**config.mk**
```make
export PLATFORM = sky130hd
export DESIGN_NAME = tmcc_gain_num
export DESIGN_NICKNAME = d
export VERILOG_FILES = /design/src/hdl/tmcc_pkg.sv /design/src/hdl/tmcc_gain_num.sv
export SDC_FILE = /design/constraint.sdc
export NUM_CORES = 2
export LEC_CHECK = 0
export ABC_AREA = 1
export BUFFER_PORTS_ARGS = -buffer_cell sky130_fd_sc_hd__buf_2
export CORE_MARGIN = 3
export CORE_UTILIZATION = 50
export DETAILED_ROUTE_END_ITERATION = 12
export HOLD_SLACK_MARGIN = 0.05
export MAX_ROUTING_LAYER = met4
export PLACE_DENSITY = 0.69
export SYNTH_ARGS = -nofsm -noshare
export SYNTH_HDL_FRONTEND = slang
export SYNTH_SLANG_ARGS = --single-unit
```
**constraint.sdc**
```tcl
create_clock -name clk -period 17.1 [get_ports clk]
set_input_delay 4.275 -clock clk [delete_from_list [all_inputs] [get_ports clk]]
set_output_delay 4.275 -clock clk [all_outputs]
set_load 0.01 [all_outputs]
```
**src/hdl/tmcc_pkg.sv**
```systemverilog
`default_nettype none

package tmcc_pkg;

	// field widths
	localparam int SAMPLE_W = 8;
	localparam int ADDR_W = 21;
	localparam int SLICE_W = 8;
	localparam int LEN_W = 9;
	localparam int GAIN_W = 16;
	localparam int NUM_CH = 3;
	localparam int NUM_W = GAIN_W + SLICE_W;

	// pixel store
	localparam int PIXEL_COUNT = 2097152;
	localparam int PIX_IDX_W = $clog2(PIXEL_COUNT);
	localparam int MAX_SLICES = 256;

	// gain divider: quotient bits retired per stage
	localparam int DIV_BITS_PER_STAGE = 4;
	localparam int DIV_STAGES = GAIN_W / DIV_BITS_PER_STAGE;

	// channel order
	localparam int CH_RED = 0;
	localparam int CH_GREEN = 1;
	localparam int CH_BLUE = 2;

	// config port
	localparam int CFG_IDX_W = 3;
	localparam int CFG_DATA_W = 16;
	localparam logic [CFG_IDX_W-1:0] REG_LENGTH = 3'd0;
	localparam logic [CFG_IDX_W-1:0] REG_FIRST_RED = 3'd1;
	localparam logic [CFG_IDX_W-1:0] REG_FIRST_GREEN = 3'd2;
	localparam logic [CFG_IDX_W-1:0] REG_FIRST_BLUE = 3'd3;
	localparam logic [CFG_IDX_W-1:0] REG_LAST_RED = 3'd4;
	localparam logic [CFG_IDX_W-1:0] REG_LAST_GREEN = 3'd5;
	localparam logic [CFG_IDX_W-1:0] REG_LAST_BLUE = 3'd6;

	typedef logic [NUM_CH-1:0][GAIN_W-1:0] rgb_gain_t;
	typedef logic [NUM_CH-1:0][SAMPLE_W-1:0] rgb_pix_t;

	localparam logic [LEN_W-1:0] LEN_RESET = 9'd16;
	localparam rgb_gain_t FIRST_RESET = {16'd56236, 16'd62299, 16'd64972};
	localparam rgb_gain_t LAST_RESET = {16'd34537, 16'd1953, 16'd3303};

	// one entry of the pixel store
	typedef struct packed {
		logic [SAMPLE_W-1:0] maxv;
		logic [SLICE_W-1:0]  mslice;
	} pix_t;

	// last-slice word leaving the accumulator
	typedef struct packed {
		logic [ADDR_W-1:0]   addr;
		logic [SAMPLE_W-1:0] maxv;
		logic [SLICE_W-1:0]  mslice;
	} hit_t;

	// divider word: partial remainder and dividend/quotient shift word per channel
	typedef struct packed {
		logic [ADDR_W-1:0]                addr;
		logic [SAMPLE_W-1:0]              maxv;
		logic [NUM_CH-1:0][SLICE_W-1:0]   rem;
		logic [NUM_CH-1:0][GAIN_W-1:0]    work;
	} div_t;

endpackage

`default_nettype wire

```
**src/hdl/tmcc_gain_num.sv**
```systemverilog
`default_nettype none

// interpolation numerator F*(span-s) + E*s per channel
module tmcc_gain_num (
	input  logic                          clk,
	input  logic                          arst_n,
	input  logic [tmcc_pkg::SLICE_W-1:0]  span,
	input  tmcc_pkg::rgb_gain_t           color_first,
	input  tmcc_pkg::rgb_gain_t           color_last,
	input  logic                          in_valid,
	output logic                          in_ready,
	input  tmcc_pkg::hit_t                in_word,
	output logic                          out_valid,
	input  logic                          out_ready,
	output tmcc_pkg::div_t                out_word
);

	logic            vld_s2;
	tmcc_pkg::div_t  word_s2;
	tmcc_pkg::div_t  nxt;

	always_comb begin
		logic [tmcc_pkg::SLICE_W-1:0] rest;
		logic [tmcc_pkg::NUM_W-1:0]   num;
		nxt.addr = in_word.addr;
		nxt.maxv = in_word.maxv;
		rest = span - in_word.mslice;
		for (int c = 0; c < tmcc_pkg::NUM_CH; c++) begin
			num = tmcc_pkg::NUM_W'(color_first[c]) * tmcc_pkg::NUM_W'(rest)
				+ tmcc_pkg::NUM_W'(color_last[c]) * tmcc_pkg::NUM_W'(in_word.mslice);
			// upper part is already below span
			nxt.rem[c] = num[tmcc_pkg::NUM_W-1:tmcc_pkg::GAIN_W];
			nxt.work[c] = num[tmcc_pkg::GAIN_W-1:0];
		end
	end

	assign in_ready = !vld_s2 || out_ready;

	always_ff @(posedge clk or negedge arst_n) begin
		if (!arst_n) begin
			vld_s2 <= 1'b0;
		end else if (in_ready) begin
			vld_s2 <= in_valid;
		end
	end

	always_ff @(posedge clk) begin
		if (in_ready && in_valid) begin
			word_s2 <= nxt;
		end
	end

	assign out_valid = vld_s2;
	assign out_word = word_s2;

endmodule

`default_nettype wire

```
==> results.cfg <==
[yosys]
synth.top_cell.area_share_pct = 42.3
netlist_top_cells_area = fa_1, inv_1, nand2_1
synth-seq-cells = 102
ys_async_sr_fraction_pct = 0.980
synthAdderAreaFrac_pct = 51.7
yosysTopAreaCell = fa_1
syn_area_mm2 = 0.0296
ys_seq_area_share_pct = 10.3
synth_compound_area_share_pct = 0.965
ys.flop_type = edfxtp_1
synthMuxAreaShare_pct = 0
syn_nets = 4769
avgSynthCellArea_um2 = 7.82
synthSimpleGateAreaFrac_pct = 18.5
synth_top_family_by_area = adder cells
synth_cell_type_count = 31
postSynthCellCount = 3779
yosysMostFrequentCell = inv_1
synth_enable_flop_cells = 101
synthXorXnorAreaFrac_pct = 0.978
yosysWarnings = 0
synth_commonest_cells = inv_1, nand2_1, fa_1, nor2_1, ha_1

[sta]
tightest_slew_ns = 1.10
slew_violations = 0
clock.fmax_mhz = 86.7
finalSetupViolCount = 0
rsz0062_at_grt = false
skew_ns = 0.0113
timing.final.hold_violations = 0
slew_headroom_pct = 26.4
finalCritPeriodShare_pct = 67.5
fin_setup_tns_ns = 0
period_minus_slack_ns = 11.54
hold_slack_ns = 0.580

[cells_and_area]
drive_gt1_share_pct = 7.45
finalNetCount = 4920
synthToLayoutAreaGrowth_pct = 7.15

[grt]
grt_max_degree = 59
antenna_found_initial = 26
grt_pass1_wl_um = 123000
overflow = 0
grtUsageTotal_pct = 25.9
grt_pass1_vias = 23800

[clock_tree]
cts.clk_slew.worst_paths_ns = 0.09
cts_resized = 0
cts_setup_buffers = 0
root_buffer = clkbuf_16
htreeDepth = 3
cts.sinks = 102
clock_path_buffers = 2
numCtsBuffers = 9
cts_tree = done
insertion_delay_ns = 0.40
cts-hold-fix-buffers = 0

[worst_setup_path]
crit_type = in2reg
slowest_stage = inv_2
cp-startpoint = in_word[2]
crit_fanout = 49
r2r-end = out_word[29]
required_ns = 17.26
slowest_delay_ns = 0.66
ff2ff_path_depth = 3
critPathLaunchType = primary input
worstReg2RegStart = out_valid
cp.arrival_ns = 11.69
cp-endpoint = out_word[51]
cp_common_cell = nand2_1
cp-end-kind = flip-flop
r2r_slack_ns = 14.57

[run]
maxCapViolCount = 0

[floorplanning]
core-area_mm2 = 0.0581
design.die.area_mm2 = 0.0621
start_util_pct = 50.8
die_w_um = 249
fp-row-count = 88
io_pins = 248
die_h_um = 249

[detailed_routing]
vias = 23000
wl_um = 74800
drtIter0Drc = 1396
vias_per_cell = 4.87
wire_per_inst_um = 15.8
ant_nets = 0
firstDrtPassIters = 6
drc = 0

[placed_design]
gp_congestion = 0.932
portBuffers = 247
dp_hpwl_um = 63100

[status]
outcome = finished, final reports clean

[min_path]
hp-class = reg2reg
## flip-flops by register name, indices dropped and copies added (netlist names)
register / cells
out_word: 101
out_valid: 1
## final cells by class
type                            count  area (um^2)
Fill cell                        5590        26500
Multi-Input combinational cell   2326        21300
Inverter                         1228         4610
Sequential cell                   102         3060
Timing Repair Buffer              263         1360
Tap cell                          765          957
Clock buffer                        9          225
Antenna cell                       29         72.6
Clock inverter                      7         71.3
## metal layers
layer | global-route usage (%) | share of wire [%] | up-vias | wire length (um)
met4 | 8.29 | 3.0 | 0 | 2250
met3 | 5.07 | 7.4 | 130 | 5510
li1 | - | - | 10900 | -
met5 | - | 0 | - | 0
met1 | 32.0 | 40 | 11400 | 29700
met2 | 43.0 | 50 | 647 | 37300
## cells in the final DEF, fill, tap and decap left out, types with 2 or more instances in the layout
master     netlist  layout
and2_1           5       5
edfxtp_1       101     101
inv_8            0       4
xnor2_1          5       5
o21ai_0          2       2
fa_1           625     624
nand2_1       1010    1009
o21bai_1         7       7
nor3_1           7       7
inv_1         1224    1224
xor2_1          28      28
buf_4           14      16
nand2_2          4       5
inv_6            0       2
clkbuf_16        0       9
inv_2            3       3
nand4_1         12      12
nand3b_1         6       6
ha_1           220     220
or2_2            2       2
or2_1            2       2
nand3_1         88      88
a21oi_1         43      42
diode_2          0      29
buf_2           10     247
nor2_1         256     256
## worst min-delay path by stage
stage | from | to | depth (start not counted)
2_1_floorplan | out_valid | out_valid | 2
5_1_grt | out_valid | out_valid | 2
3_5_place_dp | out_valid | out_valid | 2
4_1_cts | out_valid | out_valid | 2
6_report | out_valid | out_valid | 2
3_3_place_gp | out_valid | out_valid | 2
## critical path: cells and delay by family
| family | cells | cell delay (ns) |
|---|---|---|
| buffers and inverters | 9 | 1.61 |
| adder cells (fa/ha/maj) | 8 | 3.78 |
| AO/OA/AOI/OAI | 1 | 0.24 |
| AND/OR/NAND/NOR | 13 | 1.72 |
## cells by family (layout without fill, tap and decap cells)
kind of cell,count (synthesis),count (layout)
other,0,29
buffers and inverters,1351,1507
AND/OR/NAND/NOR,1395,1395
flip-flops,102,102
XOR/XNOR,33,33
adder cells (fa/ha/maj),845,845
AO/OA/AOI/OAI,53,53
## stage by stage
| stage | area [um^2] | std cells | setup WS [ns] | util, % |
|---|---|---|---|---|
| floorplan | 29600 | 3779 | 6.51 | - |
| global placement | 31300 | 4684 | 5.21 | 53.8 |
| detailed placement | 31300 | 4684 | 5.15 | 53.8 |
| CTS | 31600 | 4700 | 5.58 | 54.3 |
| global route | 31600 | 4723 | 5.12 | 54.4 |
| finish | 31700 | 4729 | 5.56 | 54.5 |
Power is not shown: default switching activity piles up to over one toggle a cycle in this logic, so the estimate is an artifact.
