--- config.mk ---
export PLATFORM = sky130hd
export DESIGN_NAME = tmcc_div_stage
export DESIGN_NICKNAME = d
export VERILOG_FILES = /design/src/hdl/tmcc_pkg.sv /design/src/hdl/tmcc_div_stage.sv
export SDC_FILE = /design/constraint.sdc
export NUM_CORES = 1
export LEC_CHECK = 0
export ABC_AREA = 0
export BUFFER_PORTS_ARGS = -buffer_cell sky130_fd_sc_hd__buf_2
export CAP_MARGIN = 20
export CORE_AREA = 2 2 150 152
export CTS_CLUSTER_SIZE = 25
export DETAILED_ROUTE_END_ITERATION = 10
export DIE_AREA = 0 0 152 154
export GPL_TIMING_DRIVEN = 0
export HOLD_SLACK_MARGIN = 0.06
export PLACE_DENSITY = 0.61
export REMOVE_ABC_BUFFERS = 1
export SETUP_SLACK_MARGIN = 0.5
export SLEW_MARGIN = 15
export SYNTH_ARGS = -nofsm -noshare
export SYNTH_HDL_FRONTEND = slang
export SYNTH_SLANG_ARGS = --single-unit
--- constraint.sdc ---
create_clock -name clk -period 3.32 [get_ports clk]
set_input_delay 0 -clock clk [delete_from_list [all_inputs] [get_ports clk]]
set_output_delay 0 -clock clk [all_outputs]
set_load 0.05 [all_outputs]
--- src/hdl/tmcc_pkg.sv ---
`default_nettype none

package tmcc_pkg;

	// field widths
	localparam int SAMPLE_W = 8;
	localparam int ADDR_W = 21;
	localparam int SLICE_W = 8;
	localparam int LEN_W = 9;
	localparam int GAIN_W = 16;
	localparam int NUM_CH = 3;
	localparam int NUM_W = GAIN_W + SLICE_W;

	// pixel store
	localparam int PIXEL_COUNT = 2097152;
	localparam int PIX_IDX_W = $clog2(PIXEL_COUNT);
	localparam int MAX_SLICES = 256;

	// gain divider: quotient bits retired per stage
	localparam int DIV_BITS_PER_STAGE = 4;
	localparam int DIV_STAGES = GAIN_W / DIV_BITS_PER_STAGE;

	// channel order
	localparam int CH_RED = 0;
	localparam int CH_GREEN = 1;
	localparam int CH_BLUE = 2;

	// config port
	localparam int CFG_IDX_W = 3;
	localparam int CFG_DATA_W = 16;
	localparam logic [CFG_IDX_W-1:0] REG_LENGTH = 3'd0;
	localparam logic [CFG_IDX_W-1:0] REG_FIRST_RED = 3'd1;
	localparam logic [CFG_IDX_W-1:0] REG_FIRST_GREEN = 3'd2;
	localparam logic [CFG_IDX_W-1:0] REG_FIRST_BLUE = 3'd3;
	localparam logic [CFG_IDX_W-1:0] REG_LAST_RED = 3'd4;
	localparam logic [CFG_IDX_W-1:0] REG_LAST_GREEN = 3'd5;
	localparam logic [CFG_IDX_W-1:0] REG_LAST_BLUE = 3'd6;

	typedef logic [NUM_CH-1:0][GAIN_W-1:0] rgb_gain_t;
	typedef logic [NUM_CH-1:0][SAMPLE_W-1:0] rgb_pix_t;

	localparam logic [LEN_W-1:0] LEN_RESET = 9'd16;
	localparam rgb_gain_t FIRST_RESET = {16'd56236, 16'd62299, 16'd64972};
	localparam rgb_gain_t LAST_RESET = {16'd34537, 16'd1953, 16'd3303};

	// one entry of the pixel store
	typedef struct packed {
		logic [SAMPLE_W-1:0] maxv;
		logic [SLICE_W-1:0]  mslice;
	} pix_t;

	// last-slice word leaving the accumulator
	typedef struct packed {
		logic [ADDR_W-1:0]   addr;
		logic [SAMPLE_W-1:0] maxv;
		logic [SLICE_W-1:0]  mslice;
	} hit_t;

	// divider word: partial remainder and dividend/quotient shift word per channel
	typedef struct packed {
		logic [ADDR_W-1:0]                addr;
		logic [SAMPLE_W-1:0]              maxv;
		logic [NUM_CH-1:0][SLICE_W-1:0]   rem;
		logic [NUM_CH-1:0][GAIN_W-1:0]    work;
	} div_t;

endpackage

`default_nettype wire

--- src/hdl/tmcc_div_stage.sv ---
`default_nettype none

// one stage of the restoring divider by span, four quotient bits per stage
module tmcc_div_stage (
	input  logic                          clk,
	input  logic                          arst_n,
	input  logic [tmcc_pkg::SLICE_W-1:0]  span,
	input  logic                          in_valid,
	output logic                          in_ready,
	input  tmcc_pkg::div_t                in_word,
	output logic                          out_valid,
	input  logic                          out_ready,
	output tmcc_pkg::div_t                out_word
);

	logic            vld_s1;
	tmcc_pkg::div_t  word_s1;
	tmcc_pkg::div_t  nxt;

	// shift in one dividend bit, retire one quotient bit at the bottom
	function automatic logic [tmcc_pkg::SLICE_W+tmcc_pkg::GAIN_W-1:0] div_step(
		input logic [tmcc_pkg::SLICE_W-1:0] rem,
		input logic [tmcc_pkg::GAIN_W-1:0]  work,
		input logic [tmcc_pkg::SLICE_W-1:0] dvs
	);
		logic [tmcc_pkg::SLICE_W:0] trial;
		logic                       qbit;
		trial = {rem, work[tmcc_pkg::GAIN_W-1]};
		qbit = trial >= {1'b0, dvs};
		if (qbit) begin
			trial = trial - {1'b0, dvs};
		end
		return {trial[tmcc_pkg::SLICE_W-1:0], work[tmcc_pkg::GAIN_W-2:0], qbit};
	endfunction

	always_comb begin
		nxt = in_word;
		for (int k = 0; k < tmcc_pkg::DIV_BITS_PER_STAGE; k++) begin
			for (int c = 0; c < tmcc_pkg::NUM_CH; c++) begin
				{nxt.rem[c], nxt.work[c]} = div_step(nxt.rem[c], nxt.work[c], span);
			end
		end
	end

	assign in_ready = !vld_s1 || out_ready;

	always_ff @(posedge clk or negedge arst_n) begin
		if (!arst_n) begin
			vld_s1 <= 1'b0;
		end else if (in_ready) begin
			vld_s1 <= in_valid;
		end
	end

	always_ff @(posedge clk) begin
		if (in_ready && in_valid) begin
			word_s1 <= nxt;
		end
	end

	assign out_valid = vld_s1;
	assign out_word = word_s1;

endmodule

`default_nettype wire

==> impl_metrics.json, run 1 <==
{
  "slowest_stage": "or4_4",
  "routed_wl_um": 29000,
  "clock_latency_ps": 350,
  "first_pass_iters": 7,
  "r2r_start": "out_valid$_DFFE_PN0N_",
  "slowest_delay_ps": 480,
  "cts_root_buf": "clkbuf_16",
  "clock_sinks": 102,
  "rows": 54,
  "start_util_pct": 39.3,
  "final_common_cell": "buf_2",
  "grt.total_usage_pct": 23.5,
  "period_minus_slack_ps": 6960,
  "maxCapViolations": 0,
  "nNetsFinal": 1519,
  "syn-cell-area_mm2": 0.00853,
  "crit_path_max_fanout": 8,
  "finish.utilization_pct": 65.2,
  "dieArea_mm2": 0.0234,
  "drive_gt1_share_pct": 51.2,
  "ir_worst_vdd_mv": 0.592,
  "port-buffer-count": 215,
  "critPathBufInv": 9,
  "synthCells": 827,
  "finalCritPeriodShare_pct": 210,
  "arrival_ps": 7070,
  "synth-seq-cells": 102,
  "cp-start-kind": "input port",
  "finalHoldViolCount": 0,
  "numCtsBuffers": 9,
  "seq_area_frac_synth_pct": 35.8,
  "grt_max_degree": 62,
  "synth_top_family_by_area": "compound AO/OA/AOI/OAI gates",
  "path_class": "in2reg",
  "violations": "negative setup slack",
  "status": "finished, violations left",
  "path_clk_slew_ps": 80,
  "place.gp.congestion": 0.879,
  "core_mm2": 0.0217,
  "die-width_um": 152,
  "vias_per_cell": 5.32,
  "vias": 8430,
  "grt_pass1_wl_um": 44000,
  "rsz0062_at_grt": "yes",
  "wire_per_inst_um": 18.3,
  "synth_edf_count": 101,
  "dpl-instance-area_mm2": 0.00994,
  "area_growth_pct": 65.6,
  "leakagePower_uw": 0.00597,
  "dp_hpwl_um": 17600,
  "drtAntennaViolNets": 0,
  "post-route-cell-area_mm2": 0.0141,
  "synth_adder_area_share_pct": 16.9,
  "finalWorstSetupSlack_ps": -3640,
  "skew_ps": 11.1,
  "grt_overflow": 0,
  "cp_data_required_time_ps": 3420,
  "grt_pass1_vias": 8437,
  "hp-start": "in_word[13]",
  "synthDistinctLibCells": 82,
  "cts_tree": "built",
  "async_flop_share_pct": 0.980,
  "final_cells": 1584,
  "clk_path_buf_depth": 2,
  "synthFlopType": "edfxtp_1",
  "synthXorXnorAreaFrac_pct": 5.34,
  "layout_common_cells": "buf_2, buf_4, edfxtp_1",
  "min_path_type": "in2reg",
  "avgSynthCellArea_um2": 10.3,
  "drtIter0Drc": 382,
  "cts.htree.levels": 3,
  "setup_viol": 30,
  "pin_count": 216,
  "antenna_found_initial": 2,
  "worst_pin_slew_ps": 619,
  "fill_cells": 1656,
  "powerDensity_mw_per_mm2": 957,
  "placed_cells": 1314,
  "die_h_um": 154,
  "synth_warnings": 0,
  "crit_family": "compound AO/OA/AOI/OAI gates",
  "endpoint_kind": "register",
  "startpoint": "span[1]",
  "drv_slew": 0,
  "max_freq_mhz": 144,
  "synthSimpleGateAreaFrac_pct": 13.4,
  "r2r_slack_ps": 1540,
  "drc": 0,
  "synth-compound-area-share_pct": 18.3,
  "synth_mux_area_share_pct": 6.77,
  "max-slew-margin-rel_pct": 58.8
}
-- Yosys cell counts (8+ instances only) --
cell type | count | area share (%)
o21a_1 | 20 | 1.8
nand2_1 | 52 | 2.3
edfxtp_1 | 101 | 36
nand3_1 | 22 | 1.3
a21oi_1 | 51 | 3.0
a211oi_1 | 8 | 0.70
a31oi_1 | 9 | 0.66
nor2b_1 | 19 | 1.4
ha_1 | 96 | 14
a21o_1 | 18 | 1.6
fa_1 | 12 | 2.8
mux2_2 | 39 | 5.1
nand4_1 | 10 | 0.73
nor3_1 | 11 | 0.65
nor2_1 | 42 | 1.8
xnor2_1 | 38 | 3.9
and3_1 | 10 | 0.73
mux2i_1 | 11 | 1.3
xor2_1 | 14 | 1.4
inv_1 | 62 | 2.7
o21ai_0 | 43 | 2.5
nand2b_1 | 11 | 0.81
-- worst min-delay path: stages --
cell and delay (ps):
buf_2 120, inv_1 110, a221oi_2 80
-- final timing paths --
path,end,depth (start not counted)
max,out_word[53]$_DFFE_PP_,36
min,out_word[49]$_DFFE_PP_,3
max reg2reg,out_word[28]$_DFFE_PP_,3
min reg2reg,out_word[15]$_DFFE_PP_,2
max in group asynchronous,out_valid$_DFFE_PN0N_,3
min in group asynchronous,out_valid$_DFFE_PN0N_,3
-- what timing repair did --
action,CTS,global route
endpoints found under the setup margin,33,33
pin swaps,55,60
hold endpoints to repair,70,0
hold buffers,72,0
gates cloned,2,0
setup buffers,138,41
gates resized for setup,263,86
-- power by group --
group | switching, µW | internal [µW]
Clock | 534 | 524
Sequential | 53.2 | 1910
Combinational | 5280 | 5230
Total | 5870 | 7660
-- registers in the layout, summed over array words and instances, names as in the netlist --
register and flops:
out_valid 1, out_word 101
-- metrics by stage --
stage | TNS, ps | hold slack (ps) | worst slack, ps | total power (µW)
global route | -103800 | 126 | -3870 | 14400
detailed placement | -178250 | -223 | -6520 | 8460
finish | -96190 | 113 | -3640 | 13500
global placement | -273720 | -225 | -6510 | 8410
CTS | -92250 | 66.1 | -3470 | 12300
floorplan | -182740 | -296 | -4500 | 7170
-- layout make-up --
| type | instances | area, µm² | share of cell area, % |
|---|---|---|---|
| clock buffer | 10 | 229 | 1.62 |
| inverter | 65 | 278 | 1.97 |
| multi-input combinational | 652 | 6680 | 47.2 |
| clock inverter | 6 | 53.8 | 0.381 |
| antenna | 1 | 2.50 | 0.0177 |
| tap | 280 | 350 | 2.48 |
| timing repair inverter | 1 | 7.51 | 0.0531 |
| sequential | 102 | 3060 | 21.6 |
| timing repair buffer | 467 | 3480 | 24.6 |
-- metal layers --
| layer | share of wire (%) | wire [µm] | GRT usage, % | up-vias |
|---|---|---|---|---|
| met2 | 50 | 14500 | 41.7 | 252 |
| met4 | 2.2 | 652 | 7.88 | 2 |
| met5 | 0.045 | 13 | 0 | - |
| met3 | 4.2 | 1210 | 3.41 | 47 |
| li1 | - | - | - | 4092 |
| met1 | 44 | 12600 | 29.4 | 4037 |
-- cells by family (layout without fill, tap and decap cells) --
group | after synthesis | count (layout)
AOI/OAI and AO/OA | 222 | 223
and+or+nand+nor | 217 | 217
adders and majority gates | 108 | 108
DFF | 102 | 102
buffers and inverters | 74 | 549
xor gates and xnor gates | 52 | 52
muxes | 52 | 52
other | 0 | 1
No activity file was read; power rests on OpenSTA's default activity.
==> inputs of run 2 (changes only) <==
PLACE_DENSITY = 0.59   (was 0.61)
REMOVE_ABC_BUFFERS = default   (was 1)
clock period = 6.8 ns   (was 3.32 ns; I/O delays follow)
==> run 2 against run 1 <==
Compared with the run above: the flow still finishes with violations (negative setup slack); sequential power fell by 51%; combinational power fell by 51%; critical path depth rose by 2.
==> impl_metrics.json, run 2 (synthesis gave the netlist of run 1 again) <==
{
  "cts_tree": "built",
  "largest_register_ffs": 101,
  "grt_max_degree": 60,
  "endpoint": "out_word[52]$_DFFE_PP_",
  "rows": 54,
  "vias_per_cell": 5.37,
  "setup_viol": 12,
  "die-width_um": 152,
  "status": "finished, violations left",
  "r2r_end": "out_word[64]$_DFFE_PP_",
  "finalWorstSetupSlack_ps": -204,
  "cp_data_required_time_ps": 6910,
  "drtAntennaViolNets": 0,
  "dpl-instance-area_mm2": 0.0103,
  "syn-num-nets": 1048,
  "power_frac_seq_pct": 14.3,
  "r2r_cells": 3,
  "dieArea_mm2": 0.0234,
  "r2r_slack_ps": 4970,
  "post-route-cell-area_mm2": 0.0142,
  "drv_slew": 0,
  "start_util_pct": 39.3,
  "clock_sinks": 102,
  "routed_wl_um": 29300,
  "power.internal_uw": 3840,
  "layout_common_cells": "buf_2, buf_4, edfxtp_1",
  "powerDensity_mw_per_mm2": 473,
  "maxCapViolations": 0,
  "placed_cells": 1323,
  "endpoint_kind": "register",
  "path_class": "in2reg",
  "drc": 0,
  "port-buffer-count": 215,
  "antenna_found_initial": 1,
  "final_common_cell": "buf_2",
  "grt_overflow": 0,
  "finalHoldViolCount": 0,
  "vias": 8524,
  "wire_per_inst_um": 18.5,
  "min_path_type": "in2reg",
  "finalCritPeriodShare_pct": 103,
  "grt.total_usage_pct": 23.8,
  "path_clk_slew_ps": 80,
  "drtIter0Drc": 577,
  "grt_pass1_wl_um": 44500,
  "clk_path_buf_depth": 2,
  "cp-start-kind": "input port",
  "clock_latency_ps": 350,
  "r2r_start": "out_valid$_DFFE_PN0N_",
  "drive_gt1_share_pct": 51.0,
  "worst_pin_slew_ps": 623,
  "ir_worst_vdd_mv": 0.357,
  "leakagePower_uw": 0.00601,
  "max-slew-margin-rel_pct": 58.5,
  "die_h_um": 154,
  "slowest_delay_ps": 420,
  "place.gp.congestion": 0.838,
  "period_minus_slack_ps": 7000,
  "dp_hpwl_um": 18100,
  "core_mm2": 0.0217,
  "slowest_stage": "a311o_2",
  "p_sw_uw": 2860,
  "nNetsFinal": 1523,
  "fill_cells": 1624,
  "violations": "negative setup slack",
  "switching_share_pct": 42.7,
  "rsz0062_at_grt": "yes",
  "startpoint": "span[4]",
  "numCtsBuffers": 9,
  "grt_pass1_vias": 8380,
  "max_freq_mhz": 143,
  "skew_ps": 8.24,
  "cts_root_buf": "clkbuf_16",
  "cts.htree.levels": 3,
  "first_pass_iters": 5,
  "holdPathStages": 3,
  "final_cells": 1588,
  "pwr-share-comb_pct": 77.3,
  "pin_count": 216,
  "arrival_ps": 7110,
  "area_growth_pct": 66.2,
  "crit_path_max_fanout": 8,
  "power_frac_clock_pct": 8.4
}
run 2: cell types whose count changed in the layout (fill, tap and decap cells not counted), moves of 4 or more:
cell,previous run,this run
buf_4,122,140
clkbuf_8,0,4
ha_4,49,53
ha_2,9,5
buf_12,4,9
buf_6,51,32
run 2: timing repair:
item                                   in CTS  in global routing
setup buffers                             139                 32
setup endpoints to repair                  29                 27
pin swaps                                  77                 72
gates cloned                                4                  0
hold buffers                               73                  0
gates resized for setup                   185                 89
endpoints found under the hold margin      71                  0
run 2: cell type report:
| class | count | area, µm² | area share, % |
|---|---|---|---|
| multi-input combinational | 653 | 6670 | 47.1 |
| timing repair buffer | 462 | 3390 | 23.9 |
| sequential | 102 | 3060 | 21.6 |
| tap | 280 | 350 | 2.47 |
| inverter | 65 | 277 | 1.95 |
| clock buffer | 10 | 239 | 1.69 |
| buffer | 9 | 109 | 0.768 |
| clock inverter | 6 | 77.6 | 0.547 |
| antenna | 1 | 2.50 | 0.0176 |
run 2: power by group through the flow:
stage	clock network [µW]	registers, µW	logic [µW]
after detailed placement	0	976	3370
final	561	960	5180
after CTS	579	962	4640
after global routing	597	973	5550
after floorplan	0	1380	2310
after global placement	0	976	3350
run 2: worst max-delay path, delay by kind of cell:
| family | cells | cell delay (ps) |
|---|---|---|
| multiplexers | 3 | 780 |
| AO/OA/AOI/OAI | 14 | 2950 |
| buffers and inverters | 9 | 1050 |
| adder cells (fa/ha/maj) | 4 | 1010 |
| AND/OR/NAND/NOR | 8 | 1300 |
run 2: worst min path at each step:
stage	start	to	slack (ps)
6_report	span[0]	out_word[48]$_DFFE_PP_	210
2_1_floorplan	arst_n	out_valid$_DFFE_PN0N_	-300
3_3_place_gp	arst_n	out_valid$_DFFE_PN0N_	-220
3_5_place_dp	arst_n	out_valid$_DFFE_PN0N_	-220
4_1_cts	in_word[45]	out_word[65]$_DFFE_PP_	190
5_1_grt	in_word[45]	out_word[65]$_DFFE_PP_	210
run 2: routing by layer:
layer / wire [µm] / GRT usage, % / vias up
li1: - / - / 4101
met1: 12700 / 30.9 / 4105
met2: 14500 / 40.6 / 278
met3: 1430 / 3.55 / 40
met4: 685 / 8.06 / 0
met5: 0 / 0 / -
run 2: per-stage QoR:
stage	setup TNS, ps	total power [µW]	util [%]	hold slack [ps]	worst slack, ps
detailed placement	-56630	4350	47.4	-225	-2340
floorplan	-11330	3690	-	-296	-689
global placement	-54640	4330	47.2	-225	-2330
finish	-1460	6700	65.4	214	-204
CTS	-54.1	6180	62.2	186	-47.9
global route	-6680	7120	65.4	215	-501
