### src/hdl/tmcc_pkg.sv
`default_nettype none

package tmcc_pkg;

	// field widths
	localparam int SAMPLE_W = 8;
	localparam int ADDR_W = 21;
	localparam int SLICE_W = 8;
	localparam int LEN_W = 9;
	localparam int GAIN_W = 16;
	localparam int NUM_CH = 3;
	localparam int NUM_W = GAIN_W + SLICE_W;

	// pixel store
	localparam int PIXEL_COUNT = 2097152;
	localparam int PIX_IDX_W = $clog2(PIXEL_COUNT);
	localparam int MAX_SLICES = 256;

	// gain divider: quotient bits retired per stage
	localparam int DIV_BITS_PER_STAGE = 4;
	localparam int DIV_STAGES = GAIN_W / DIV_BITS_PER_STAGE;

	// channel order
	localparam int CH_RED = 0;
	localparam int CH_GREEN = 1;
	localparam int CH_BLUE = 2;

	// config port
	localparam int CFG_IDX_W = 3;
	localparam int CFG_DATA_W = 16;
	localparam logic [CFG_IDX_W-1:0] REG_LENGTH = 3'd0;
	localparam logic [CFG_IDX_W-1:0] REG_FIRST_RED = 3'd1;
	localparam logic [CFG_IDX_W-1:0] REG_FIRST_GREEN = 3'd2;
	localparam logic [CFG_IDX_W-1:0] REG_FIRST_BLUE = 3'd3;
	localparam logic [CFG_IDX_W-1:0] REG_LAST_RED = 3'd4;
	localparam logic [CFG_IDX_W-1:0] REG_LAST_GREEN = 3'd5;
	localparam logic [CFG_IDX_W-1:0] REG_LAST_BLUE = 3'd6;

	typedef logic [NUM_CH-1:0][GAIN_W-1:0] rgb_gain_t;
	typedef logic [NUM_CH-1:0][SAMPLE_W-1:0] rgb_pix_t;

	localparam logic [LEN_W-1:0] LEN_RESET = 9'd16;
	localparam rgb_gain_t FIRST_RESET = {16'd56236, 16'd62299, 16'd64972};
	localparam rgb_gain_t LAST_RESET = {16'd34537, 16'd1953, 16'd3303};

	// one entry of the pixel store
	typedef struct packed {
		logic [SAMPLE_W-1:0] maxv;
		logic [SLICE_W-1:0]  mslice;
	} pix_t;

	// last-slice word leaving the accumulator
	typedef struct packed {
		logic [ADDR_W-1:0]   addr;
		logic [SAMPLE_W-1:0] maxv;
		logic [SLICE_W-1:0]  mslice;
	} hit_t;

	// divider word: partial remainder and dividend/quotient shift word per channel
	typedef struct packed {
		logic [ADDR_W-1:0]                addr;
		logic [SAMPLE_W-1:0]              maxv;
		logic [NUM_CH-1:0][SLICE_W-1:0]   rem;
		logic [NUM_CH-1:0][GAIN_W-1:0]    work;
	} div_t;

endpackage

`default_nettype wire

### src/hdl/tmcc_shade.sv
`default_nettype none

// max times gain, top byte, into the output register
module tmcc_shade (
	input  logic                           clk,
	input  logic                           arst_n,
	input  logic                           in_valid,
	output logic                           in_ready,
	input  tmcc_pkg::div_t                 in_word,
	output logic                           out_valid,
	input  logic                           out_ready,
	output logic [tmcc_pkg::ADDR_W-1:0]    out_addr,
	output tmcc_pkg::rgb_pix_t             out_rgb
);

	localparam int PROD_W = tmcc_pkg::SAMPLE_W + tmcc_pkg::GAIN_W;

	logic                              vld_s7;
	logic [tmcc_pkg::ADDR_W-1:0]       addr_s7;
	tmcc_pkg::rgb_pix_t                rgb_s7;
	tmcc_pkg::rgb_pix_t                rgb_nxt;

	always_comb begin
		logic [PROD_W-1:0] prod;
		for (int c = 0; c < tmcc_pkg::NUM_CH; c++) begin
			prod = PROD_W'(in_word.maxv) * PROD_W'(in_word.work[c]);
			rgb_nxt[c] = prod[PROD_W-1:tmcc_pkg::GAIN_W];
		end
	end

	assign in_ready = !vld_s7 || out_ready;

	always_ff @(posedge clk or negedge arst_n) begin
		if (!arst_n) begin
			vld_s7 <= 1'b0;
		end else if (in_ready) begin
			vld_s7 <= in_valid;
		end
	end

	always_ff @(posedge clk) begin
		if (in_ready && in_valid) begin
			addr_s7 <= in_word.addr;
			rgb_s7 <= rgb_nxt;
		end
	end

	assign out_valid = vld_s7;
	assign out_addr = addr_s7;
	assign out_rgb = rgb_s7;

endmodule

`default_nettype wire

### config.mk
export PLATFORM = sky130hd
export DESIGN_NAME = tmcc_shade
export DESIGN_NICKNAME = d
export VERILOG_FILES = /design/src/hdl/tmcc_pkg.sv /design/src/hdl/tmcc_shade.sv
export SDC_FILE = /design/constraint.sdc
export NUM_CORES = 1
export LEC_CHECK = 0
export BUFFER_PORTS_ARGS = -buffer_cell sky130_fd_sc_hd__buf_2
export CAP_MARGIN = 20
export CORE_MARGIN = 2
export CORE_UTILIZATION = 62
export CTS_CLUSTER_DIAMETER = 150
export DETAILED_ROUTE_END_ITERATION = 10
export GPL_TIMING_DRIVEN = 0
export HOLD_SLACK_MARGIN = 0.12
export PLACE_DENSITY = 0.82
export SETUP_SLACK_MARGIN = 0.02
export SLEW_MARGIN = 20
export SYNTH_ARGS = -nofsm -noshare
export SYNTH_HDL_FRONTEND = slang
export SYNTH_SLANG_ARGS = --single-unit
### constraint.sdc
create_clock -name clk -period 2.5 [get_ports clk]
set_input_delay 0.375 -clock clk [delete_from_list [all_inputs] [get_ports clk]]
set_output_delay 0.375 -clock clk [all_outputs]
set_load 0.02 [all_outputs]
==> flow_summary_export.csv, run 1 <==
group,metric,value,unit
outcome,outcome,"finished, violations left",
outcome,violations,"negative setup slack",
critical_path,path_class,"in -> reg",
floorplan,core.rowCount,51,
sta,grt_setup_unrepaired,"true",
routing,drt_iter0_drc,467,
final_layout,syn_to_final_growth,19.2,%
floorplan,initial_utilization,0.631,
clock_tree,clk_pin_slew,60,ps
placement,dp_hpwl,22500,um
floorplan,die_w,145,um
final_layout,antennaDiodeCount,0,
clock_tree,cts_root_buf,"clkbuf_16",
critical_path,path_buf_inv,6,
logic_synthesis,syn-num-nets,1743,
critical_path,start_kind,"primary input",
global_route,grt_use_total,0.301,
routing,dr.pass1.iters,5,
power,switching_share,0.467,
critical_path,crit_path_max_incr_delay,550,ps
sta,drv_slew,0,
critical_path,crit_family,"adder cells",
power,power_frac_comb,0.817,
sta,tightest_slew,617,ps
placement,place.gp.congestion,0.874,
sta,period_share,1.83,
logic_synthesis,synth_ff_type,"edfxtp_1",
global_route,grt_pass1_wl,48500,um
placement,port_buffers,120,
critical_path,cp_cell_sequence,"clkbuf_16, clkbuf_16, and2_4, fa_2, fa_1, fa_1, inv_2, fa_1, inv_2, ha_4, a41oi_2, o21ai_1, a221oi_2, buf_4, o211ai_4, a41o_1, buf_6, o21a_1, nor2_1, xnor2_1",
sta,finClkSkew,4.57,ps
routing,wirelength,29600,um
floorplan,dieArea,0.0210,sq mm
floorplan,coreArea,0.0195,sq mm
power,p_leak,7.36,nW
run,cap_viol_max_count,0,
placement,pre_cts_ws,-2810,ps
critical_path,crit_start,"in_word[78]",
sta,max_freq,218,MHz
sta,whs,254,ps
global_route,grt_start_max_net_pins,36,
logic_synthesis,yosysTopAreaCellShare,0.406,
sta,worst_slack,-2080,ps
global_route,antenna_found_initial,0,
critical_path,crit_slowest_cell,"fa_2",
logic_synthesis,ys_top_cells_by_area,"fa_1 41%, and2_1 16%, ha_1 13%, edfxtp_1 11%, inv_1 8.7%",
critical_path,cp.required,2540,ps
logic_synthesis,avgSynthCellArea,9.71,sq um
power,peakVddDrop,0.654,mV
critical_path,endpoint_kind,"register",
routing,num_vias,9225,
critical_path,crit-reg2reg-launch,"out_valid$_DFFE_PN0N_",
logic_synthesis,synth_seq_cells,46,
critical_path,cp_common_cell,"fa_1",
critical_path,critPathArrivalTime,4620,ps
logic_synthesis,synth_most_common_cell,"and2_1",
global_route,grt_pass1_vias,10300,
power,p_int,5.63,mW
min_path,hp-class,"in -> reg",
logic_synthesis,yosys_warnings,0,
critical_path,cp_max_fo,6,
final_layout,nFillCells,1302,
sta,maxSlewHeadroom,0.588,
clock_tree,clock_tree.buffer_depth,2,
clock_tree,cts_tree,"built",
logic_synthesis,synth.largest_area_cell,"fa_1",
floorplan,io_pins,152,
logic_synthesis,synth_cell_type_count,43,
logic_synthesis,async_flop_share,0.0217,
final_layout,layout-drive-gt1-share,0.214,
clock_tree,cts_buffers,5,
power,power_switching,4.93,mW
routing,drc_errors,0,
clock_tree,cts_sinks,46,
logic_synthesis,netlist_instances,1266,
logic_synthesis,synthTopCellsByCount,"320 x and2_1, 286 x inv_1, 249 x fa_1",
final_layout,layout.nets,1907,
routing,vias_per_cell,5.44,
clock_tree,htreeDepth,2,
power,powerDensity,721,mW/mm^2
sta,setup_violations,24,
logic_synthesis,synth-edff-count,45,
logic_synthesis,yosysSeqAreaShare,0.112,
min_path,min-delay-start,"in_word[96]",
sta,hold_viol,0,
sta,fin_crit,4580,ps
power,pwr-share-seq,0.120,
logic_synthesis,syn_area,0.0123,sq mm
routing,ant_nets,0,
clock_tree,insertion_delay,290,ps
power,p_clk_frac,0.063,
global_route,grt_overflow,0,
floorplan,dieHeight,145,um
routing,wl_per_cell,17.5,um
## stage by stage
step                      cells  TNS, ps  total power, mW   util  cell area (sq um)
after floorplan            1266   -42340             6.72      -              12600
after global placement     1651   -55730             8.07  0.698              13600
after detailed placement   1652   -57310             8.37  0.699              13600
after CTS                  1690   -43570             9.98  0.743              14500
after global routing       1696   -47320             11.8  0.753              14600
final                      1696   -44130             10.6  0.753              14600
## path summary, 6_finish.rpt
path | cells after the start | endpoint | slack, ps
setup reg to reg | 3 | out_rgb[18]$_DFFE_PP_ | 1110
min in group asynchronous | 2 | out_valid$_DFFE_PN0N_ | 380
hold / removal | 1 | out_addr[16]$_DFFE_PP_ | 250
max in group asynchronous | 2 | out_valid$_DFFE_PN0N_ | 2040
setup / recovery | 20 | out_rgb[13]$_DFFE_PP_ | -2080
hold reg to reg | 2 | out_valid$_DFFE_PN0N_ | 530
## routing by layer
metal  vias up  part of all wire  GRT usage
met3        94             0.074     0.0513
met1      4655              0.38      0.368
met2       364              0.50      0.525
met4         2             0.043      0.133
li1       4110                 -          -
met5         -            0.0012     0.0125
## layout by cell type (no fill, tap or decap), drive strengths merged, types with 2 or more instances in the layout
cell type,netlist,final
a21o,3,3
o21a,4,4
and2,320,320
ha,123,123
o211ai,3,3
o21ai,13,13
o21bai,2,2
fa,249,249
xnor2,16,16
a21oi,17,17
clkbuf,38,42
nand4,3,3
xor2,7,7
a31oi,2,2
a41oi,2,2
buf,2,159
nor2b,4,4
edfxtp,45,45
clkinvlp,0,2
nand2,67,67
nor2,19,19
and4,4,4
nor3,9,9
nand4b,3,3
nand3,8,8
a211oi,3,3
nand2b,2,2
inv,286,287
and3,3,3
## kinds of logic after synthesis
kind of cell | synth area share
AOI/OAI and AO/OA | 0.0317
buffers and inverters | 0.100
xor gates and xnor gates | 0.0164
adders and majority gates | 0.531
DFF | 0.112
and+or+nand+nor | 0.209
## power by group through the flow
stage                     logic [mW]  registers, mW  clock network, mW
final                           8.63           1.27              0.663
after floorplan                 5.18           1.54                  0
after global routing            9.79           1.29              0.702
after CTS                       8.02           1.27              0.685
after detailed placement        7.09           1.28                  0
after global placement          6.79           1.28                  0
## area by class of cell
cell class / count / area [sq um] / share of cell area
sequential: 46 / 1380 / 0.0940
buffer: 40 / 582 / 0.0397
multi-input combinational: 894 / 10200 / 0.694
timing repair buffer: 157 / 968 / 0.0661
clock buffer: 5 / 125 / 0.00854
tap: 265 / 332 / 0.0226
clock inverter: 3 / 23.8 / 0.00162
inverter: 286 / 1070 / 0.0733
## worst register-to-register path, cell delays in order (launching register included)
cell	delay (ps)
dfrtp_1	370
nand2b_1	110
and2_2	340
buf_12	250
## state kept, by name (all words and copies together) (netlist names)
| register | count |
|---|---|
| out_addr | 21 |
| out_valid | 1 |
| out_rgb | 24 |
## timing repair
item,CTS,global route
hold endpoints to repair,1,0
setup endpoints to repair,24,24
gates cloned,4,0
resized for setup,100,40
hold buffers,1,0
buffers inserted,25,7
pin swaps,53,43
(Power assumes the default switching activity.)
==> run 2: changes to the inputs <==
--- a/config.mk
+++ b/config.mk
@@ -8,12 +8,12 @@
 export BUFFER_PORTS_ARGS = -buffer_cell sky130_fd_sc_hd__buf_2
 export CAP_MARGIN = 20
 export CORE_MARGIN = 2
-export CORE_UTILIZATION = 62
+export CORE_UTILIZATION = 51
 export CTS_CLUSTER_DIAMETER = 150
 export DETAILED_ROUTE_END_ITERATION = 10
 export GPL_TIMING_DRIVEN = 0
 export HOLD_SLACK_MARGIN = 0.12
-export PLACE_DENSITY = 0.82
+export PLACE_DENSITY = 0.69
 export SETUP_SLACK_MARGIN = 0.02
 export SLEW_MARGIN = 20
 export SYNTH_ARGS = -nofsm -noshare
==> constraint.sdc (replaced) <==
create_clock -name clk -period 5.15 [get_ports clk]
set_input_delay 0.7725 -clock clk [delete_from_list [all_inputs] [get_ports clk]]
set_output_delay 0.7725 -clock clk [all_outputs]
set_load 0.02 [all_outputs]
==> run 2 against run 1 <==
The run now ends clean. Die area up 21%. Sequential power down 51%. Critical path depth down 1. Critical path type unchanged.
==> flow_summary_export.csv, run 2 (synthesis gave the netlist of run 1 again) <==
group,metric,value,unit
outcome,outcome,"finished clean",
final_layout,post-route-cell-area,0.0139,sq mm
clock_tree,clk_pin_slew,70,ps
placement,place.gp.congestion,0.841,
power,peakVddDrop,0.426,mV
final_layout,layout-drive-gt1-share,0.139,
clock_tree,htreeDepth,2,
critical_path,crit_path_max_incr_delay,510,ps
floorplan,dieHeight,159,um
sta,worst_slack,148,ps
sta,hold_viol,0,
global_route,grt-busiest-layer,"met2",
routing,num_vias,8822,
routing,drc_errors,0,
critical_path,critPathArrivalTime,5040,ps
final_layout,largest_register_ffs,24,
power,p_leak,7.05,nW
critical_path,cp_common_cell,"fa_1",
min_path,hp-class,"in -> async",
placement,dp_hpwl,22900,um
floorplan,dieArea,0.0254,sq mm
global_route,grt_overflow,0,
final_layout,layout_commonest_cell,"and2_1",
clock_tree,cts_root_buf,"clkbuf_16",
sta,grt_setup_unrepaired,"true",
floorplan,core.rowCount,56,
power,powerDensity,318,mW/mm^2
critical_path,cp.required,5190,ps
sta,max_freq,200,MHz
floorplan,coreArea,0.0235,sq mm
floorplan,die_w,159,um
routing,wl_per_cell,16.5,um
critical_path,path_class,"in -> reg",
critical_path,cp_cell_sequence,"clkbuf_8, clkbuf_8, and2_1, fa_1, fa_2, fa_1, inv_1, fa_1, inv_1, ha_4, a41oi_2, o21ai_1, a221oi_2, buf_4, o211ai_4, a41o_1, o41ai_4, o21bai_2, xnor2_1",
global_route,met3_usage,0.0294,
critical_path,start_kind,"primary input",
critical_path,cp_max_fo,11,
sta,drv_slew,0,
global_route,grtUsageMet1,0.321,
sta,finClkSkew,4.05,ps
global_route,grt_pass1_vias,9763,
global_route,grt_pass1_wl,48800,um
sta,setup_violations,0,
global_route,grt_start_max_net_pins,35,
final_layout,syn_to_final_growth,12.8,%
final_layout,final_cell_mix,"319 x and2_1, 286 x inv_1, 246 x fa_1",
sta,period_share,0.971,
placement,port_buffers,120,
final_layout,nFillCells,2120,
clock_tree,cts_hold_buf,0,
placement,placed_area,0.0135,sq mm
clock_tree,cts_tree,"built",
critical_path,endpoint_kind,"register",
sta,maxSlewHeadroom,0.596,
global_route,grt_use_total,0.241,
sta,tns,0,ps
routing,wirelength,28400,um
critical_path,r2r-end,"out_addr[20]$_DFFE_PP_",
routing,dr.pass1.iters,4,
clock_tree,cts_buffers,5,
routing,ant_nets,0,
global_route,use_met2,0.420,
critical_path,reg2regPathDepth,3,
floorplan,io_pins,152,
clock_tree,clock_tree.buffer_depth,2,
clock_tree,insertion_delay,290,ps
global_route,antenna_found_initial,1,
sta,tightest_slew,606,ps
run,cap_viol_max_count,0,
critical_path,crit-reg2reg-launch,"out_valid$_DFFE_PN0N_",
critical_path,crit_slowest_cell,"fa_1",
clock_tree,cts_sinks,46,
placement,pre_cts_ws,-630,ps
routing,drt_iter0_drc,338,
routing,vias_per_cell,5.12,
sta,fin_crit,5000,ps
floorplan,initial_utilization,0.522,
final_layout,layout.nets,1879,
critical_path,r2r_setup_slack,3730,ps
[run 2: cell count changes in the layout (fill, tap and decap cells not counted), sizes merged]
cell / delta
buf: -20
bufinv: +1
clkbuf: -7
clkinvlp: -1
diode: +2
dlygate4sd3: -1
[run 2: through the flow]
step,power [mW],utilization,hold slack [ps],instances
3_3_place_gp,3.80,0.573,496,1705
4_1_cts,4.34,0.583,227,1716
6_report,4.40,0.589,238,1724
5_1_grt,5.01,0.589,229,1722
3_5_place_dp,3.88,0.574,516,1706
2_1_floorplan,3.11,-,477,1266
[run 2: worst max-delay path by stage]
stage	slack [ps]	to	cells after the start	from
finish	150	out_rgb[15]$_DFFE_PP_	19	in_word[75]
global route	-100	out_rgb[23]$_DFFE_PP_	19	in_word[74]
CTS	60	out_rgb[23]$_DFFE_PP_	18	in_word[76]
detailed placement	-630	out_rgb[23]$_DFFE_PP_	18	in_word[76]
global placement	-600	out_rgb[23]$_DFFE_PP_	18	in_word[76]
floorplan	50	out_rgb[15]$_DFFE_PP_	18	in_word[75]
[run 2: final cells by class]
class,instances,area [sq um],area share
Multi-Input combinational cell,894,9790,0.706
Sequential cell,46,1380,0.0993
Inverter,286,1070,0.0774
Timing Repair Buffer,129,698,0.0503
Tap cell,319,399,0.0288
Buffer,40,355,0.0256
Clock buffer,5,125,0.00902
Clock inverter,3,48.8,0.00352
Antenna cell,2,5.00,0.000361
[run 2: timing repair]
| item | 4_1_cts | 5_1_grt |
|---|---|---|
| setup buffers | 2 | 5 |
| endpoints found under the setup margin | 10 | 10 |
| pin swaps | 3 | 7 |
| gates resized for setup | 16 | 33 |
| gates cloned | 0 | 1 |
[run 2: power breakdown]
part / switching (mW) / internal [mW]
logic: 1.91 / 1.50
registers: 0.0202 / 0.597
clock network: 0.149 / 0.232
[run 2: metal layers]
metal / wire (um) / share of wire
met3: 1810 / 0.064
met1: 12000 / 0.42
met2: 14000 / 0.49
met5: 0 / 0
met4: 571 / 0.020
[run 2: worst max-delay path, delay by kind of cell]
family,cells,cell delay (ps)
AO/OA/AOI/OAI,7,1230
buffers and inverters,5,620
AND/OR/NAND/NOR,1,160
XOR/XNOR,1,130
adder cells (fa/ha/maj),5,2140
==> run 3: changes to the inputs <==
--- a/config.mk
+++ b/config.mk
@@ -5,6 +5,7 @@
 export SDC_FILE = /design/constraint.sdc
 export NUM_CORES = 1
 export LEC_CHECK = 0
+export ABC_AREA = 1
 export BUFFER_PORTS_ARGS = -buffer_cell sky130_fd_sc_hd__buf_2
 export CAP_MARGIN = 20
 export CORE_MARGIN = 2
==> constraint.sdc (replaced) <==
create_clock -name clk -period 5.15 [get_ports clk]
set_input_delay 0.7725 -clock clk [delete_from_list [all_inputs] [get_ports clk]]
set_output_delay 0.7725 -clock clk [all_outputs]
set_load 0.01 [all_outputs]
==> run 3 against run 2 <==
First-iteration DRC count rose by 110%. Non-clock buffer count fell by 7. Combinational power rose by 38%. Clock-buffer cell count did not move. Routed wire length rose by 29%. Synthesized area rose by 18%. Design area rose by 12%. Maximum frequency rose by 1.5%. Sequential share of layout area fell by 1.1 points. Core utilization fell by 3.1 points.
==> flow_summary_export.csv, run 3 <==
group,metric,value,unit
critical_path,path_class,"in -> reg",
clock_tree,clock_tree.buffer_depth,2,
power,p_int,2.49,mW
final_layout,largest_register_ffs,24,
critical_path,start_kind,"primary input",
power,total_power,5.66,mW
clock_tree,cts_root_buf,"clkbuf_16",
logic_synthesis,async_flop_share,0.0217,
logic_synthesis,synth-edff-count,45,
floorplan,coreArea,0.0279,sq mm
sta,grt_setup_unrepaired,"false",
critical_path,crit_slowest_cell,"buf_1",
clock_tree,cts_buffers,5,
final_layout,nFillCells,2776,
floorplan,dieArea,0.0297,sq mm
global_route,grt_pass1_vias,12500,
power,switching_share,0.560,
global_route,antenna_found_initial,0,
floorplan,die_w,172,um
sta,maxSlewHeadroom,0.369,
global_route,grt_start_max_net_pins,25,
logic_synthesis,syn-num-nets,2519,
critical_path,crit_path_max_incr_delay,560,ps
floorplan,io_pins,152,
floorplan,initial_utilization,0.518,
power,peakVddDrop,0.181,mV
clock_tree,cts_tree,"built",
clock_tree,insertion_delay,330,ps
outcome,outcome,"finished clean",
logic_synthesis,ys_top_cells_by_area,"fa_1 35%, inv_1 18%, nand2_1 15%, ha_1 11%, edfxtp_1 9.4%",
logic_synthesis,synth_seq_cells,46,
power,power_frac_comb,0.828,
final_layout,syn_to_final_growth,7.58,%
sta,max_freq,203,MHz
sta,tightest_slew,946,ps
final_layout,post-route-cell-area,0.0155,sq mm
final_layout,layout_commonest_cell,"inv_1",
clock_tree,htreeDepth,2,
floorplan,core.rowCount,61,
routing,wirelength,36800,um
sta,period_share,0.957,
placement,dp_hpwl,31000,um
critical_path,endpoint_kind,"register",
clock_tree,cts_hold_buf,0,
sta,drv_slew,0,
routing,ant_nets,0,
logic_synthesis,yosysSeqAreaShare,0.0953,
power,p_leak,10.4,nW
clock_tree,cts_sinks,46,
sta,finClkSkew,13.2,ps
logic_synthesis,avgSynthCellArea,7.07,sq um
sta,setup_violations,0,
global_route,grt_pass1_wl,60600,um
logic_synthesis,yosysTopAreaCellShare,0.345,
critical_path,cp_cell_sequence,"clkbuf_2, buf_1, nand2_1, inv_1, fa_1, fa_1, fa_1, inv_1, fa_1, inv_1, ha_1, nand2_1, o21ai_0, nand2_1, and2_4, nand4_1, nand2_1",
logic_synthesis,synthTopCellsByCount,"684 x inv_1, 586 x nand2_1, 249 x fa_1",
logic_synthesis,synth_ff_type,"edfxtp_1",
sta,hold_viol,0,
placement,placed_area,0.0154,sq mm
critical_path,critPathArrivalTime,5000,ps
logic_synthesis,synth_most_common_cell,"inv_1",
routing,dr.pass1.iters,5,
run,cap_viol_max_count,0,
logic_synthesis,yosys_warnings,0,
power,pwr-share-seq,0.107,
routing,drt_iter0_drc,719,
critical_path,cp_max_fo,10,
placement,port_buffers,76,
logic_synthesis,netlist_instances,2042,
global_route,grt_overflow,0,
routing,drc_errors,0,
placement,place.gp.congestion,0.945,
final_layout,final_cell_mix,"684 x inv_1, 586 x nand2_1, 249 x fa_1",
logic_synthesis,synth_cell_type_count,37,
routing,wl_per_cell,14.7,um
routing,vias_per_cell,4.86,
routing,num_vias,12200,
power,p_clk_frac,0.065,
power,powerDensity,364,mW/mm^2
logic_synthesis,synth.largest_area_cell,"fa_1",
sta,fin_crit,4930,ps
critical_path,cp.required,5220,ps
sta,tns,0,ps
final_layout,layout.nets,2604,
min_path,hp-class,"in -> async",
global_route,grt_use_total,0.263,
final_layout,layout-drive-gt1-share,0.0625,
floorplan,dieHeight,172,um
power,power_switching,3.17,mW
logic_synthesis,syn_area,0.0144,sq mm
clock_tree,clk_pin_slew,80,ps
-- run 3: cell count changes after synthesis, sizes merged, moves of 8 or more --
| cell | delta |
|---|---|
| and2 | -318 |
| o21ai | +12 |
| o21bai | +8 |
| nor2 | +51 |
| inv | +398 |
| nand4 | +18 |
| nand2 | +532 |
| buf | +9 |
| nand3 | +33 |
| clkbuf | +35 |
| a21oi | +41 |
| xnor2 | -14 |
-- run 3: cell type report --
cell class / count / area [sq um] / area share
diodes: 1 / 2.50 / 0.000161
flip-flops and latches: 46 / 1380 / 0.0886
clock buffers: 5 / 125 / 0.00805
plain buffers: 84 / 349 / 0.0225
well taps: 378 / 473 / 0.0304
inverters: 685 / 2570 / 0.166
clock inverters: 3 / 23.8 / 0.00153
multi-input cells: 1227 / 10200 / 0.655
repair buffers: 78 / 435 / 0.0280
-- run 3: through the flow --
stage / cells / setup WS (ps) / util / hold WS, ps
final: 2507 / 223 / 0.558 / 209
after floorplan: 2042 / 363 / - / 477
after detailed placement: 2498 / -623 / 0.551 / 548
after CTS: 2506 / 27.5 / 0.557 / 206
after global routing: 2506 / 35.5 / 0.558 / 213
after global placement: 2496 / -622 / 0.549 / 485
-- run 3: power groups by stage --
stage | registers, mW | logic [mW] | clock network [mW]
6_report | 0.603 | 4.69 | 0.368
5_1_grt | 0.615 | 5.46 | 0.389
4_1_cts | 0.604 | 4.72 | 0.375
3_5_place_dp | 0.612 | 4.67 | 0
3_3_place_gp | 0.612 | 4.61 | 0
2_1_floorplan | 0.667 | 3.51 | 0
-- run 3: kinds of logic (layout without fill, tap and decap cells) --
group | after synthesis | in the layout | share of synthesized area
adder cells (fa/ha/maj) | 372 | 372 | 0.452
AO/OA/AOI/OAI | 103 | 103 | 0.0394
buffers and inverters | 769 | 855 | 0.201
XOR/XNOR | 6 | 6 | 0.00364
other | 0 | 1 | 0
flip-flops | 46 | 46 | 0.0953
AND/OR/NAND/NOR | 746 | 746 | 0.209
-- run 3: path summary, 6_finish.rpt --
kind,cells after the start,to,startpoint,slack [ps]
setup / recovery,17,out_rgb[23]$_DFFE_PP_,in_word[75],220
hold / removal,1,out_valid$_DFFE_PN0N_,arst_n,210
setup reg to reg,3,out_addr[16]$_DFFE_PP_,out_valid$_DFFE_PN0N_,3530
hold reg to reg,2,out_valid$_DFFE_PN0N_,out_valid$_DFFE_PN0N_,590
max in group asynchronous,1,out_valid$_DFFE_PN0N_,arst_n,4860
min in group clk,2,out_valid$_DFFE_PN0N_,out_valid$_DFFE_PN0N_,590
-- run 3: timing repair --
| item | in CTS | in global routing |
|---|---|---|
| resized for setup | 9 | 21 |
| setup buffers | 0 | 0 |
| pin swaps | 0 | 0 |
| setup endpoints to repair | 24 | 23 |
-- run 3: routing by layer --
layer / wire, um / up-vias / global-route usage
li1: - / 5916 / -
met5: 0 / - / 0
met2: 18000 / 381 / 0.458
met1: 14800 / 5804 / 0.329
met4: 1470 / 0 / 0.103
met3: 2460 / 81 / 0.0401
-- run 3: critical path, delay by kind of cell --
family | cells | cell delay, ps
buf+inv | 5 | 1030
simple gates | 6 | 620
fa+ha+maj | 5 | 2250
compound gates | 1 | 310
